[src/design/lzwenc16_pkg.sv]
`timescale 1ns / 1ps

package lzwenc16_pkg;

    // Dictionary geometry and code format
    localparam int DICT_ENTRIES_DEF = 65536;
    localparam int FIRST_CODE       = 256;
    localparam int CODE_W           = 16;
    localparam int BYTE_W           = 8;
    localparam int CAP_W            = 24;
    localparam int ENTRY_W          = CODE_W + BYTE_W;

    // Reset value of the capacity register
    localparam logic [CAP_W-1:0] CAP_RESET = '1;

    // Input word: one source byte
    typedef struct packed {
        logic [BYTE_W-1:0] byte_in;
        logic              last_byte;
    } in_word_t;

    // Output word: one emitted code
    typedef struct packed {
        logic [CODE_W-1:0] code_out;
        logic              overflow;
        logic              end_of_run;
    } out_word_t;

    // Controller to datapath
    typedef struct packed {
        logic capture;
        logic load_first;
        logic search_start;
        logic load_hit;
        logic emit;
        logic emit_end;
        logic add_entry;
        logic restart;
    } ctrl_cmd_t;

    // Datapath to controller
    typedef struct packed {
        logic failed;
        logic prefix_valid;
        logic last;
        logic search_done;
        logic search_hit;
        logic slot_free;
        logic emit_ok;
    } ctrl_sts_t;

endpackage

[src/design/lzwenc16_ctrl.sv]
`timescale 1ns / 1ps

module lzwenc16_ctrl (
    input  logic                    clk,
    input  logic                    rst_n,
    input  logic                    in_valid,
    output logic                    in_ready,
    input  lzwenc16_pkg::ctrl_sts_t sts,
    output lzwenc16_pkg::ctrl_cmd_t cmd
);

    import lzwenc16_pkg::*;

    localparam logic [2:0] ST_IDLE   = 3'd0;
    localparam logic [2:0] ST_DECIDE = 3'd1;
    localparam logic [2:0] ST_SEARCH = 3'd2;
    localparam logic [2:0] ST_MISS   = 3'd3;
    localparam logic [2:0] ST_FLUSH  = 3'd4;

    logic [2:0] state_reg;
    logic [2:0] state_next;

    assign in_ready = (state_reg == ST_IDLE);

    // Sequencing of one byte
    always_comb
    begin
        state_next = state_reg;
        cmd        = '0;
        unique case (state_reg)
            ST_IDLE:
            begin
                if (in_valid)
                begin
                    cmd.capture = 1'b1;
                    state_next  = ST_DECIDE;
                end
            end
            ST_DECIDE:
            begin
                if (sts.failed)
                begin
                    // failed stream: swallow bytes until the last one
                    cmd.restart = sts.last;
                    state_next  = ST_IDLE;
                end
                else if (!sts.prefix_valid)
                begin
                    cmd.load_first = 1'b1;
                    state_next     = sts.last ? ST_FLUSH : ST_IDLE;
                end
                else
                begin
                    cmd.search_start = 1'b1;
                    state_next       = ST_SEARCH;
                end
            end
            ST_SEARCH:
            begin
                if (sts.search_done)
                begin
                    if (sts.search_hit)
                    begin
                        cmd.load_hit = 1'b1;
                        state_next   = sts.last ? ST_FLUSH : ST_IDLE;
                    end
                    else
                    begin
                        state_next = ST_MISS;
                    end
                end
            end
            ST_MISS:
            begin
                if (sts.slot_free)
                begin
                    cmd.emit     = 1'b1;
                    cmd.emit_end = !(sts.emit_ok && sts.last);
                    if (sts.emit_ok)
                    begin
                        cmd.add_entry = 1'b1;
                        state_next    = sts.last ? ST_FLUSH : ST_IDLE;
                    end
                    else
                    begin
                        cmd.restart = sts.last;
                        state_next  = ST_IDLE;
                    end
                end
            end
            ST_FLUSH:
            begin
                if (sts.slot_free)
                begin
                    cmd.emit     = 1'b1;
                    cmd.emit_end = 1'b1;
                    cmd.restart  = 1'b1;
                    state_next   = ST_IDLE;
                end
            end
            default:
            begin
                state_next = ST_IDLE;
            end
        endcase
    end

    always_ff @(posedge clk or negedge rst_n)
    begin
        if (!rst_n)
        begin
            state_reg <= ST_IDLE;
        end
        else
        begin
            state_reg <= state_next;
        end
    end

endmodule

[config.mk]
export PLATFORM = sky130hd
export DESIGN_NAME = lzwenc16_ctrl
export DESIGN_NICKNAME = d
export VERILOG_FILES = /design/src/design/lzwenc16_pkg.sv /design/src/design/lzwenc16_ctrl.sv
export SDC_FILE = /design/constraint.sdc
export NUM_CORES = 1
export LEC_CHECK = 0
export ABC_AREA = 1
export BUFFER_PORTS_ARGS = -buffer_cell sky130_fd_sc_hd__buf_2
export CORE_AREA = 4 4 41 43
export DETAILED_ROUTE_END_ITERATION = 10
export DIE_AREA = 0 0 45 47
export SYNTH_ARGS = -nofsm -noshare
export SYNTH_HDL_FRONTEND = slang
export SYNTH_SLANG_ARGS = --single-unit
[constraint.sdc]
create_clock -name clk -period 2.2 [get_ports clk]
set_clock_uncertainty 0.15 [all_clocks]
set_input_delay 0.33 -clock clk [delete_from_list [all_inputs] [get_ports clk]]
set_output_delay 0.33 -clock clk [all_outputs]
set_load 0.02 [all_outputs]
==> flow_metrics.tcl <==
set metrics [dict create \
    routedWlPerCell_um 9.041 \
    synth.cell_area_um2 361.6 \
    ys.flop_type "dfrtp_1" \
    yosys_warnings 0 \
    hold_viol_final 0 \
    path_max_fanout 10 \
    drv_cap 0 \
    arrival_ns 1.39 \
    relSlewSlack 0.7587 \
    cts_setup_buffers 0 \
    worstPathCellList "nand3_2 -> inv_2 -> nand2_1 -> o21ai_1 -> buf_2" \
    path_buf_inv 2 \
    rsz0062_at_grt "no" \
    leakagePower_nw 0.3193 \
    postPlaceCellArea_um2 459.2 \
    initial_core_util 0.2779 \
    grt_pass1_wl_um 1455 \
    period_needed_ns 1.871 \
    largest_reg_flops 3 \
    area_delta_synth_final_pct 37.02 \
    drive_gt1_frac 0.3976 \
    hold_path.class "primary input to async pin" \
    cts_root_buf "clkbuf_4" \
    slowest_delay_ns 0.55 \
    antenna_found_initial 0 \
    post-place-ws_ns 0.5483 \
    worst_pin_slew_ns 0.3620 \
    gr-total-overflow 0 \
    hpwl_um 747.3 \
    placed_cells 93 \
    crit_required_ns 1.72 \
    synth.avg_cell_area_um2 5.928 \
    async_flop_share 1.000 \
    grt_max_degree 11 \
    cts_sinks 3 \
    synthTopCellsByArea "dfrtp_1 (21%), nand2_1 (21%), inv_1 (11%)" \
    synth_fp_nets 71 \
    synth_top_area_share 0.2076 \
    stdcell_count 98 \
    critPathLaunchType "register" \
    powerDensity_nw_per_um2 1066 \
    grt_use_total 0.09335 \
    first_pass_iters 4 \
    drc 0 \
    cts_tree "yes" \
    ant_nets 0 \
    core_um2 1301 \
    slew_violations 0 \
    cts_max_level 1 \
    synth-edff-count 0 \
    hold_slack_ns 0.2790 \
    die_h_um 47 \
    netlist_top_cells_count "nand2_1 (20), inv_1 (11), nor2_1 (5)" \
    tns_ns 0 \
    num_vias 425 \
    vdd.ir_drop.worst_uv 441.6 \
    worstSetupPathType "register to output port" \
    max_freq_mhz 534.3 \
    cts_buffer_depth 2 \
    vias_per_cell 4.337 \
    synth_cell_types 18 \
    numCtsBuffers 3 \
    netlist_instances 61 \
    outcome "finished clean" \
    port_buffers 18 \
    synth_top_area_cell "dfrtp_1" \
    layout.nets 94 \
    post-route-period-util 0.8507 \
    yosysSeqAreaShare 0.2076 \
    slowest_stage "dfrtp_1" \
    yosysMostFrequentCell "nand2_1" \
    drt-initial-drc-count 12 \
    place.gp.congestion 0.8071 \
    clk_latency_ns 0.23 \
    num_rows 13 \
    grt_pass1_vias 378 \
    final_core_util 0.3808 \
    io_pins 19 \
    finalWirelength_um 886 \
    end_kind "output port" \
    crit_family "flip-flops" \
    power_mw 0.5281 \
    clk_pin_slew_ns 0.03 \
    dieWidth_um 45 \
    die_area_um2 2115 \
    fin_area_um2 495.5 \
    finalSetupViolations 0 \
    synth_seq_cells 3 \
    finalWorstSetupSlack_ns 0.3285 \
    antenna_cells 0 \
]
==> repair_timing <==
action	CTS	global route
hold buffers	1	0
hold endpoints to repair	3	0
gates resized for setup	0	0
==> layer usage <==
layer / wire [µm] / track usage
met1: 401 / 0.1210
met2: 419 / 0.1412
met3: 64 / 0.01149
met4: 0 / 0.07018
met5: 0 / 0
==> power by group <==
group / leakage, nW / switching, mW / internal (mW) / total, mW
clock network: 0.0150 / 0.0248 / 0.0677 / 0.0925
logic: 0.265 / 0.207 / 0.110 / 0.317
registers: 0.0393 / 0.0411 / 0.0774 / 0.118
==> path summary, 6_finish.rpt <==
check / startpoint / endpoint / depth (start not counted) / slack (ns)
min: rst_n / state_reg[0] / 2 / 0.28
min reg2reg: state_reg[2] / state_reg[2] / 4 / 0.53
max in group asynchronous: rst_n / state_reg[2] / 2 / 1.52
max: state_reg[1] / cmd[2] / 5 / 0.33
max reg2reg: state_reg[0] / state_reg[1] / 6 / 0.93
min in group clk: sts[1] / state_reg[2] / 4 / 0.30
==> final cells by class <==
class | instances | area [µm²]
multi-input combinational | 44 | 226.5
fill | 160 | 805.8
tap | 15 | 18.77
inverter | 13 | 48.80
sequential | 3 | 75.07
clock buffer | 4 | 26.28
timing repair buffer | 19 | 100.1
==> cell usage in the layout, fill, tap and decap left out, types with 3 or more instances in the layout <==
cell and instances:
clkbuf_4 3, nand3_2 3, nor2_2 3, nand3_1 3
dfrtp_1 3, buf_2 18, inv_1 11, nand2_1 20
nor2_1 5
==> worst register-to-register path: cells and delay by family (launching register included) <==
family	cells	cell delay, ns
flip-flops	1	0.41
AND/OR/NAND/NOR	6	0.60
==> logic make-up after synthesis <==
| family | after synthesis | share of synthesized area |
|---|---|---|
| buffers and inverters | 14 | 0.1661 |
| AOI/OAI and AO/OA | 4 | 0.07611 |
| and+or+nand+nor | 40 | 0.5502 |
| DFF | 3 | 0.2076 |
(Power assumes the default switching activity.)
